--- config.mk ---
export PLATFORM = sky130hd
export DESIGN_NAME = doomed_state_finder
export DESIGN_NICKNAME = d
export VERILOG_FILES = /design/src/rtl/core/dsf_pkg.sv /design/src/rtl/core/doomed_state_finder.sv
export SDC_FILE = /design/constraint.sdc
export NUM_CORES = 2
export LEC_CHECK = 0
export BUFFER_PORTS_ARGS = -buffer_cell sky130_fd_sc_hd__buf_4
export CAP_MARGIN = 20
export CORE_MARGIN = 3
export CORE_UTILIZATION = 40
export CTS_CLUSTER_DIAMETER = 80
export CTS_CLUSTER_SIZE = 24
export DETAILED_ROUTE_END_ITERATION = 7
export PLACE_DENSITY = 0.66
export SLEW_MARGIN = 20
export SYNTH_ARGS = -nofsm -noshare
export SYNTH_HDL_FRONTEND = slang
export SYNTH_SLANG_ARGS = --single-unit
--- constraint.sdc ---
create_clock -name clk_i -period 3.9 [get_ports clk_i]
set_input_delay 0.78 -clock clk_i [delete_from_list [all_inputs] [get_ports clk_i]]
set_output_delay 0.78 -clock clk_i [all_outputs]
set_load 0.05 [all_outputs]
--- src/rtl/core/dsf_pkg.sv ---
// Shared types, constants and helper functions of the doomed state finder.
package dsf_pkg;

  localparam int unsigned MaxStates = 32;
  localparam int unsigned IdxW      = 5;
  localparam int unsigned CntW      = 6;
  localparam int unsigned CfgIdxW   = 1;
  localparam int unsigned CfgDataW  = 6;

  typedef logic [MaxStates-1:0] row_t;
  typedef logic [IdxW-1:0]      idx_t;
  typedef logic [CntW-1:0]      cnt_t;

  localparam logic [CfgIdxW-1:0] CfgNumStates      = 1'b0;
  localparam logic [CfgIdxW-1:0] CfgAcceptingState = 1'b1;

  localparam logic KindRoot   = 1'b0;
  localparam logic KindDoomed = 1'b1;

  function automatic idx_t lowest_idx(input row_t bits);
    idx_t idx;
    idx = '0;
    for (int i = MaxStates - 1; i >= 0; i--) begin
      if (bits[i]) begin
        idx = idx_t'(i);
      end
    end
    return idx;
  endfunction

  function automatic row_t state_mask(input cnt_t n);
    row_t m;
    m = '0;
    for (int i = 0; i < MaxStates; i++) begin
      m[i] = (cnt_t'(i) < n);
    end
    return m;
  endfunction

  function automatic row_t one_hot(input idx_t idx);
    return row_t'(1) << idx;
  endfunction

endpackage

--- src/rtl/core/doomed_state_finder.sv ---
// Doomed state finder: reversed adjacency memory, root scan, reachability walk and report.
// Loading takes one edge transfer per cycle while the input is not stalled; an item
// without the final mark gives no result. After the final item come a flush, a root scan
// over the states in use and a reachability walk from the roots, then one result per free
// output cycle and a closing step; the single memory read port sets the pace.
// Reset restores the configuration defaults and clears the row valid bits and all control.
module doomed_state_finder (
  input  logic                          clk_i,
  input  logic                          rst_ni,
  input  logic                          cfg_we_i,
  input  logic [dsf_pkg::CfgIdxW-1:0]   cfg_idx_i,
  input  logic [dsf_pkg::CfgDataW-1:0]  cfg_wdata_i,
  input  logic                          in_valid_i,
  output logic                          in_stall_o,
  input  logic [4:0]                    edge_from_i,
  input  logic [4:0]                    edge_to_i,
  input  logic                          edge_valid_i,
  input  logic                          final_item_i,
  output logic                          out_valid_o,
  input  logic                          out_stall_i,
  output logic                          kind_o,
  output logic [4:0]                    state_index_o,
  output logic                          last_o
);

  typedef enum logic [2:0] {
    ST_LOAD,
    ST_FLUSH,
    ST_SCAN,
    ST_WALK,
    ST_REPORT
  } state_e;

  state_e          state_q, state_d;
  dsf_pkg::cnt_t   num_states_q;
  dsf_pkg::idx_t   accepting_q;

  dsf_pkg::row_t   mem_q [dsf_pkg::MaxStates];
  dsf_pkg::row_t   rdata_q;
  dsf_pkg::idx_t   raddr;
  dsf_pkg::idx_t   rd_addr_q;
  dsf_pkg::row_t   row_valid_q, row_valid_d;

  logic            wr_vld_q, wr_vld_d;
  dsf_pkg::idx_t   wr_row_q, wr_row_d;
  dsf_pkg::idx_t   wr_col_q, wr_col_d;
  logic            fwd_vld_q;
  dsf_pkg::idx_t   fwd_row_q;
  dsf_pkg::row_t   fwd_data_q;
  dsf_pkg::row_t   wr_data;

  dsf_pkg::cnt_t   scan_cnt_q, scan_cnt_d;
  logic            scan_vld_q, scan_vld_d;
  dsf_pkg::row_t   incoming_q, incoming_d;
  logic            exp_vld_q, exp_vld_d;
  dsf_pkg::row_t   visited_q, visited_d;
  dsf_pkg::row_t   pending_q, pending_d;
  dsf_pkg::row_t   rem_roots_q, rem_roots_d;
  dsf_pkg::row_t   rem_doom_q, rem_doom_d;

  logic            out_valid_q, out_valid_d;
  logic            kind_q, kind_d;
  dsf_pkg::idx_t   index_q, index_d;
  logic            last_q, last_d;

  dsf_pkg::cnt_t   n_eff;
  dsf_pkg::row_t   used;
  dsf_pkg::row_t   row_rd;
  dsf_pkg::row_t   roots;
  dsf_pkg::row_t   new_bits;
  dsf_pkg::row_t   rem_roots_nx;
  dsf_pkg::row_t   rem_doom_nx;
  dsf_pkg::idx_t   pick;
  logic            in_acc;
  logic            edge_ok;
  logic            out_free;

  assign n_eff = (num_states_q > dsf_pkg::cnt_t'(dsf_pkg::MaxStates)) ?
                 dsf_pkg::cnt_t'(dsf_pkg::MaxStates) : num_states_q;
  assign used  = dsf_pkg::state_mask(n_eff);

  assign in_stall_o = (state_q != ST_LOAD);
  assign in_acc     = in_valid_i && !in_stall_o;
  assign edge_ok    = edge_valid_i && ({1'b0, edge_from_i} < n_eff) &&
                      ({1'b0, edge_to_i} < n_eff) && (edge_from_i != accepting_q);

  assign row_rd  = row_valid_q[rd_addr_q] ? rdata_q : '0;
  assign wr_data = ((fwd_vld_q && (fwd_row_q == wr_row_q)) ? fwd_data_q : row_rd) |
                   dsf_pkg::one_hot(wr_col_q);

  assign roots    = used & ~incoming_q & ~dsf_pkg::one_hot(accepting_q);
  assign new_bits = row_rd & used & ~visited_q;
  assign out_free = !out_valid_q || !out_stall_i;

  always_comb begin
    state_d     = state_q;
    raddr       = edge_to_i;
    wr_vld_d    = 1'b0;
    wr_row_d    = edge_to_i;
    wr_col_d    = edge_from_i;
    row_valid_d = row_valid_q;
    scan_cnt_d  = scan_cnt_q;
    scan_vld_d  = 1'b0;
    incoming_d  = incoming_q;
    exp_vld_d   = 1'b0;
    visited_d   = visited_q;
    pending_d   = pending_q;
    rem_roots_d = rem_roots_q;
    rem_doom_d  = rem_doom_q;
    out_valid_d = out_valid_q && out_stall_i;
    kind_d      = kind_q;
    index_d     = index_q;
    last_d      = last_q;
    pick        = dsf_pkg::lowest_idx(pending_q);
    rem_roots_nx = rem_roots_q;
    rem_doom_nx  = rem_doom_q;

    if (wr_vld_q) begin
      row_valid_d[wr_row_q] = 1'b1;
    end

    unique case (state_q)
      ST_LOAD: begin
        if (in_acc) begin
          wr_vld_d = edge_ok;
          if (final_item_i) begin
            state_d = ST_FLUSH;
          end
        end
      end
      ST_FLUSH: begin
        scan_cnt_d = '0;
        incoming_d = '0;
        state_d    = ST_SCAN;
      end
      ST_SCAN: begin
        if (scan_cnt_q < n_eff) begin
          raddr      = scan_cnt_q[dsf_pkg::IdxW-1:0];
          scan_vld_d = 1'b1;
          scan_cnt_d = scan_cnt_q + dsf_pkg::cnt_t'(1);
        end
        if (scan_vld_q) begin
          incoming_d = incoming_q | (row_rd & ~dsf_pkg::one_hot(rd_addr_q));
        end
        if ((scan_cnt_q >= n_eff) && !scan_vld_q) begin
          visited_d   = roots;
          pending_d   = roots;
          rem_roots_d = roots;
          state_d     = ST_WALK;
        end
      end
      ST_WALK: begin
        if (pending_q != '0) begin
          raddr     = pick;
          exp_vld_d = 1'b1;
          pending_d = pending_q & ~dsf_pkg::one_hot(pick);
        end
        if (exp_vld_q) begin
          visited_d = visited_q | new_bits;
          pending_d = pending_d | new_bits;
        end
        if ((pending_q == '0) && !exp_vld_q) begin
          rem_doom_d = used & ~visited_q;
          state_d    = ST_REPORT;
        end
      end
      ST_REPORT: begin
        if (out_free) begin
          if (rem_roots_q != '0) begin
            index_d      = dsf_pkg::lowest_idx(rem_roots_q);
            kind_d       = dsf_pkg::KindRoot;
            rem_roots_nx = rem_roots_q & ~dsf_pkg::one_hot(index_d);
            out_valid_d  = 1'b1;
            last_d       = (rem_roots_nx == '0) && (rem_doom_q == '0);
          end else if (rem_doom_q != '0) begin
            index_d     = dsf_pkg::lowest_idx(rem_doom_q);
            kind_d      = dsf_pkg::KindDoomed;
            rem_doom_nx = rem_doom_q & ~dsf_pkg::one_hot(index_d);
            out_valid_d = 1'b1;
            last_d      = (rem_doom_nx == '0);
          end else begin
            state_d = ST_LOAD;
          end
          rem_roots_d = rem_roots_nx;
          rem_doom_d  = rem_doom_nx;
        end
      end
      default: begin
        state_d = ST_LOAD;
      end
    endcase
  end

  always_ff @(posedge clk_i) begin
    if (wr_vld_q) begin
      mem_q[wr_row_q] <= wr_data;
    end
    rdata_q    <= mem_q[raddr];
    rd_addr_q  <= raddr;
    wr_row_q   <= wr_row_d;
    wr_col_q   <= wr_col_d;
    fwd_row_q  <= wr_row_q;
    fwd_data_q <= wr_data;
  end

  always_ff @(posedge clk_i or negedge rst_ni) begin
    if (!rst_ni) begin
      state_q      <= ST_LOAD;
      num_states_q <= dsf_pkg::cnt_t'(dsf_pkg::MaxStates);
      accepting_q  <= '0;
      row_valid_q  <= '0;
      wr_vld_q     <= 1'b0;
      fwd_vld_q    <= 1'b0;
      scan_cnt_q   <= '0;
      scan_vld_q   <= 1'b0;
      incoming_q   <= '0;
      exp_vld_q    <= 1'b0;
      visited_q    <= '0;
      pending_q    <= '0;
      rem_roots_q  <= '0;
      rem_doom_q   <= '0;
      out_valid_q  <= 1'b0;
      kind_q       <= dsf_pkg::KindRoot;
      index_q      <= '0;
      last_q       <= 1'b0;
    end else begin
      if (cfg_we_i && (cfg_idx_i == dsf_pkg::CfgNumStates)) begin
        num_states_q <= cfg_wdata_i;
      end
      if (cfg_we_i && (cfg_idx_i == dsf_pkg::CfgAcceptingState)) begin
        accepting_q <= cfg_wdata_i[dsf_pkg::IdxW-1:0];
      end
      state_q     <= state_d;
      row_valid_q <= row_valid_d;
      wr_vld_q    <= wr_vld_d;
      fwd_vld_q   <= wr_vld_q;
      scan_cnt_q  <= scan_cnt_d;
      scan_vld_q  <= scan_vld_d;
      incoming_q  <= incoming_d;
      exp_vld_q   <= exp_vld_d;
      visited_q   <= visited_d;
      pending_q   <= pending_d;
      rem_roots_q <= rem_roots_d;
      rem_doom_q  <= rem_doom_d;
      out_valid_q <= out_valid_d;
      kind_q      <= kind_d;
      index_q     <= index_d;
      last_q      <= last_d;
    end
  end

  assign out_valid_o   = out_valid_q;
  assign kind_o        = kind_q;
  assign state_index_o = index_q;
  assign last_o        = last_q;

  // A row write always comes from an edge transfer accepted in the previous cycle.
  assert property (@(posedge clk_i) disable iff (!rst_ni)
    wr_vld_q |-> $past(in_acc))
    else $error("adjacency write without a preceding edge transfer");

  // States waiting for expansion are always already marked as visited.
  assert property (@(posedge clk_i) disable iff (!rst_ni)
    (state_q == ST_WALK) |-> ((pending_q & ~visited_q) == '0))
    else $error("pending state not marked visited");

  // Row reads of the walk only happen while walking.
  assert property (@(posedge clk_i) disable iff (!rst_ni)
    exp_vld_q |-> (state_q == ST_WALK))
    else $error("walk read outside the walk");

  // Reported states never lie outside the states in use.
  assert property (@(posedge clk_i) disable iff (!rst_ni)
    (state_q == ST_REPORT) |-> (((rem_roots_q | rem_doom_q) & ~used) == '0))
    else $error("report mask outside the states in use");

endmodule

Word level (Yosys, flattened, before mapping)
Memory sizes are Yosys's and may differ from the RTL's. A register that Yosys moved wholly into a read port is not among the register bits. Cells that the tools add are included.

Bits in registers: 276. Memory bits (writable): 1024. Input port bits: 24. Output and inout bits: 9. Memories: 1.

Memories: mem_q (depth 32, bits a word 32, rd ports 1, clocked after memory_dff 1, wr ports 1, RTL line doomed_state_finder.sv:38) `dsf_pkg::row_t mem_q [dsf_pkg::MaxStates];`.

Add/subtract/negate cells: 1. Order comparisons: 40. Equal/unequal tests: 18. Shift operators: 6. Mux-type cells: 158. Bitwise gates (word level): 22. Reductions and logical operators: 40.

Operators by type and width (number): two-way mux 5 bit (107); two-way mux 32 bit (14); case mux 32 bit (2 select lines) (5); AND 32 bit (9); inverter 32 bit (7); << shifter 1 x 5 -> 32 bit (first input constant) (6); OR 32 bit (5); logical NOT 32 bit (4); less-than comparator 5 x 6 -> 1 bit (first input constant) (16); nonzero test 32 bit (3); less-than comparator 4 x 6 -> 1 bit (first input constant) (8); less-than comparator 3 x 6 -> 1 bit (first input constant) (4); inequality test 2 bit (second input constant) (12); two-way mux 3 bit (7); two-way mux 1 bit (18); case mux 3 bit (5 select lines) (1); logical AND 1 bit (12); less-than comparator 1 x 6 -> 1 bit (first input constant) (2); less-than comparator 2 x 6 -> 1 bit (first input constant) (2); less-than comparator 5 x 6 -> 1 bit (2); less-than comparator 5 x 6 -> 1 bit (second input constant) (2); two-way mux 6 bit (2); case mux 6 bit (2 select lines) (1); case mux 5 bit (2 select lines) (1); other kinds (23) (35).

Longest topological paths before layout
Depth after elaboration: 43. Depth in mapped cells: 18.

Worst setup path before layout
OpenSTA, ideal clock, no wires.

Path type: register -> register. Start: reg rd_addr_q[0]. End: mem mem_q[0][11] (netlist bit), data pin. Arrival: 3.452 ns. Setup slack: -0.058 ns. Cell stages (with the launch flop): 11. Buffers on the path: 4. Period minus slack after synthesis: 3.958 ns. Path through: dfxtp_1 clkbuf_1 buf_2 mux4_2 mux4_2 mux2_2 clkbuf_1 clkbuf_1 and2_1 mux2i_1 o21ai_0.

Longest elaborated chain between the ends: 5.

RTL lines: start, declared (RTL line doomed_state_finder.sv:41) `dsf_pkg::idx_t rd_addr_q;`; start signal, assigned (RTL line doomed_state_finder.sv:199) `rd_addr_q <= raddr;`; binary-select mux 1 bit (select 5 bit) (RTL line doomed_state_finder.sv:87) `assign row_rd = row_valid_q[rd_addr_q] ? rdata_q : '0;`; two-way mux 1 bit (implied by the code) (RTL line doomed_state_finder.sv:87); two-way mux 32 bit (RTL line doomed_state_finder.sv:87); two-way mux 32 bit (RTL line doomed_state_finder.sv:88) `assign wr_data = ((fwd_vld_q && (fwd_row_q == wr_row_q)) ? fwd_data_q : row_rd) |`; OR 32 bit (RTL line doomed_state_finder.sv:88); via wr_data[11] (RTL line doomed_state_finder.sv:50) `dsf_pkg::row_t wr_data;`; end, declared (RTL line doomed_state_finder.sv:38).

The timed path passes the listed nets, and every way through them passes these cells. The select of a mux whose other input is x is not followed.

Worst setup path in the final report
Start: reg pending_q[24]. End: reg rdata_q[11] (read register of mem_q).

Longest elaborated chain between the ends: 27.

RTL lines: start, declared (RTL line doomed_state_finder.sv:57) `dsf_pkg::row_t pending_q, pending_d;`; start signal, assigned (RTL line doomed_state_finder.sv:242) `pending_q <= pending_d;`; two-way mux 5 bit (25 in series) (RTL line dsf_pkg.sv:24) `if (bits[i]) begin`; two-way mux 5 bit * (RTL line doomed_state_finder.sv:153) `if (pending_q != '0) begin`; case mux 5 bit (2 select lines) * (RTL line doomed_state_finder.sv:122) `unique case (state_q)`; end, declared (RTL line doomed_state_finder.sv:39) `dsf_pkg::row_t rdata_q;`.

Every way passes the cells marked *; elsewhere a longest branch is shown, timed or not. A chain may end at the register's enable or synchronous reset.

==> flow_metrics.env <==
export IMPL_status="finished, final reports clean"
export IMPL_p_total_mw=46.65
export IMPL_critical_path_class="flop to flop"
export IMPL_die_area_sq_um=144700
export IMPL_multi_input_area_sq_um=17300
export IMPL_grt_overflow=0
export IMPL_num_antenna_cells=0
export IMPL_maxSlewHeadroom_pct=29.98
export IMPL_core_area_sq_um=138300
export IMPL_wl_per_cell_microns=28.33
export IMPL_finalWirelength_microns=186700
export IMPL_clkTransAtPathRegs_ps=90
export IMPL_cts_buffers=70
export IMPL_gp_congestion=0.9958
export IMPL_final_nets=4707
export IMPL_root_buffer="clkbuf_16"
export IMPL_start_util_pct=40.51
export IMPL_yosysWarningCount=0
export IMPL_place_area_sq_um=61610
export IMPL_syn_to_final_growth_pct=15.12
export IMPL_via_count=39950
export IMPL_cts_hold_fix_buffers=0
export IMPL_r2r_end="rdata_q[11]$_DFF_P_"
export IMPL_synth_top_area_cell="edfxtp_1"
export IMPL_antenna_found_initial=2
export IMPL_ys_flop_type="edfxtp_1"
export IMPL_ys_ff_latch=1332
export IMPL_reg2reg_slack_ps=70
export IMPL_synthTopCellsByArea="edfxtp_1 55%, dfrtp_1 10%, nand2_1 4.8%, mux2i_1 3.1%, a21oi_1 3.0%"
export IMPL_synth_cell_types=90
export IMPL_grt_pass1_wl_microns=266500
export IMPL_p_int_mw=28.20
export IMPL_synth_async_reset_ratio_pct=16.82
export IMPL_hold_viol_final=0
export IMPL_grt_usage_pct=24.84
export IMPL_switching_share_pct=39.56
export IMPL_cts_tree="built"
export IMPL_dp_hpwl_microns=119100
export IMPL_io_pins=33
export IMPL_dr_pass1_iters=6
export IMPL_drtAntennaViolNets=0
export IMPL_fin_crit_sh_pct=98.32
export IMPL_regArea_sq_um=38040
export IMPL_stdcell_area_sq_um=64520
export IMPL_fin_skew_ps=42.83
export IMPL_r2r_start="pending_q[24]$_DFFE_PN0P_"
export IMPL_setup_violations=0
export IMPL_port_buffers=32
export IMPL_fill_cells=12156
export IMPL_cp_end_kind="flop"
export IMPL_synth_common_cells="1024 x edfxtp_1, 724 x nand2_1, 340 x a21oi_1"
export IMPL_fmax_ghz=0.2608
export IMPL_htree_levels=3
export IMPL_die_x_microns=380.3
export IMPL_hold_class="input pin to asynchronous set/reset pin"
export IMPL_slew_violations=0
export IMPL_netlist_instances=4447
export IMPL_grt_max_degree=122
export IMPL_synth_most_common_cell="edfxtp_1"
export IMPL_syn_area_sq_um=56050
export IMPL_p_comb_share_pct=41.8
export IMPL_syn_avg_cell_area_sq_um=12.60
export IMPL_r2r_cells=13
export IMPL_p_per_area_nw_per_um2=723.0
export IMPL_synth_edf_count=1024
export IMPL_critPathArrivalTime_ps=4400
export IMPL_drive_gt1_share_pct=15.39
export IMPL_worstMarginPinSlew_ps=1048
export IMPL_cp_required_ps=4470
export IMPL_drv_cap=0
export IMPL_clk_latency_ps=710
export IMPL_peakVddDrop_uv=441.1
export IMPL_drc=0
export IMPL_grt_pass1_vias=37900
export IMPL_via_per_inst=6.064
export IMPL_drt_iter0_markers=5235
export IMPL_crit_fanout=23
export IMPL_rows=136
export IMPL_switchingPower_mw=18.45
export IMPL_cts_sinks=1332
export IMPL_period_minus_slack_ps=3835
export IMPL_cts_max_path_buffers=3
export IMPL_worst_setup_path_start_kind="flop"
export IMPL_pwr_share_seq_pct=39.8
export IMPL_clkPwrFrac_pct=18.4
export IMPL_setup_tns_final_ps=0
export IMPL_synth_yosys_seq_area_share_pct=67.87
export IMPL_syn_nets=4486
export IMPL_die_h_microns=380.3
export IMPL_leakage_nw=23.22
export IMPL_yosysTopAreaCellShare_pct=54.86
-- metal layers --
layer	up-vias	GRT usage, %	share of wire, %
met5	-	0	0.0048
met3	421	4.132	9.1
met4	2	11.90	5.6
met2	2128	40.14	47
met1	20009	32.70	38
li1	17390	-	-
-- per-stage QoR --
step / instances / utilization (%) / setup WS (ps) / hold WS (ps)
floorplan: 4447 / - / 146.5 / 329.0
global placement: 6437 / 44.53 / -3.179 / 410.7
detailed placement: 6438 / 44.54 / -71.89 / 421.3
CTS: 6567 / 46.23 / 5.215 / 89.39
global route: 6588 / 46.64 / -40.69 / 107.9
finish: 6588 / 46.64 / 65.41 / 76.47
-- cells by family (layout without fill, tap and decap cells) --
logic type | count (synthesis) | in the layout | synth area share (%)
flops | 1332 | 1332 | 67.87
buf+inv | 322 | 600 | 2.587
compound gates | 1120 | 1120 | 13.18
mux | 194 | 194 | 3.712
fa+ha+maj | 16 | 16 | 0.3527
simple gates | 1450 | 1450 | 12.10
xor+xnor | 13 | 13 | 0.2031
-- cells in the final DEF, fill, tap and decap left out, types with 12 or more instances in the layout --
cell,n
clkbuf_1,39
mux2i_1,172
o31ai_1,68
or4_1,24
nor2_4,32
buf_4,345
nor3_1,43
edfxtp_1,1024
o21ai_0,150
o22ai_1,38
dfxtp_1,84
ha_1,15
nand4_1,12
dfrtp_1,223
a311oi_1,34
nand3_1,53
clkbuf_16,79
a21o_1,20
o211ai_1,16
nor2_1,159
inv_1,37
a211oi_1,136
or2_2,46
a21oi_1,338
o32ai_1,36
and2_1,32
a41oi_1,17
nor4_2,15
or3_1,21
o221ai_2,20
a31oi_1,64
nand3b_1,13
nand2_1,722
nand2b_1,27
buf_12,70
a211oi_2,13
nor4_1,80
and3_1,109
nor2b_1,21
a2111oi_0,39
-- critical path, cell delays in order (launching register included) --
cell and delay [ps]:
dfrtp_1 400, or4_4 550, or4_4 550, or2_4 280, nand2_4 70, inv_2 70
a211o_4 420, buf_12 210, nand4_1 170, buf_12 240, buf_12 170, a21oi_1 60
nor4_1 350, nand3_1 130
-- sequential cells by signal (all words and copies together) (netlist names), 3 cells and up --
name / count
fwd_data_q: 32
wr_row_q: 5
wr_col_q: 5
pending_q: 32
rem_doom_q: 32
row_valid_q: 32
accepting_q: 5
rdata_q: 32
fwd_row_q: 5
scan_cnt_q: 6
mem_q: 1024
state_index_o: 5
rd_addr_q: 5
state_q: 3
rem_roots_q: 32
visited_q: 32
incoming_q: 32
num_states_q: 6
-- cell type report --
type,count,share of cell area (%)
Clock inverter,16,0.5197
Multi-Input combinational cell,2793,26.81
Timing Repair Buffer,430,6.713
Clock buffer,113,3.079
Tap cell,1863,3.613
Timing Repair inverter,1,0.01745
Sequential cell,1332,58.95
Inverter,40,0.2928
-- worst max path at each step --
stage / from / to / cells after the start
final: pending_q[24]$_DFFE_PN0P_ / rdata_q[11]$_DFF_P_ / 13
after global placement: pending_q[28]$_DFFE_PN0P_ / rdata_q[6]$_DFF_P_ / 13
after detailed placement: pending_q[24]$_DFFE_PN0P_ / rdata_q[24]$_DFF_P_ / 13
after floorplan: rd_addr_q[0]$_DFF_P_ / mem_q[0][13]$_DFFE_PP_ / 9
after CTS: pending_q[24]$_DFFE_PN0P_ / rdata_q[31]$_DFF_P_ / 13
after global routing: num_states_q[5]$_DFFE_PN1P_ / rdata_q[21]$_DFF_P_ / 17
-- power groups by stage --
stage          Clock, mW  Sequential (mW)  Combinational, mW
2_1_floorplan          0             18.3               10.6
3_3_place_gp           0             18.8               18.2
3_5_place_dp           0             18.8               18.3
4_1_cts             8.70             18.5               18.4
5_1_grt             9.19             18.7               20.8
6_report            8.58             18.6               19.5
-- what timing repair did --
action	CTS	global route
pin swaps	0	9
setup endpoints to repair	4	29
resized for setup	4	45
gates cloned	0	6
buffers inserted	0	15
Note: power is estimated with default switching activity, not from simulation.
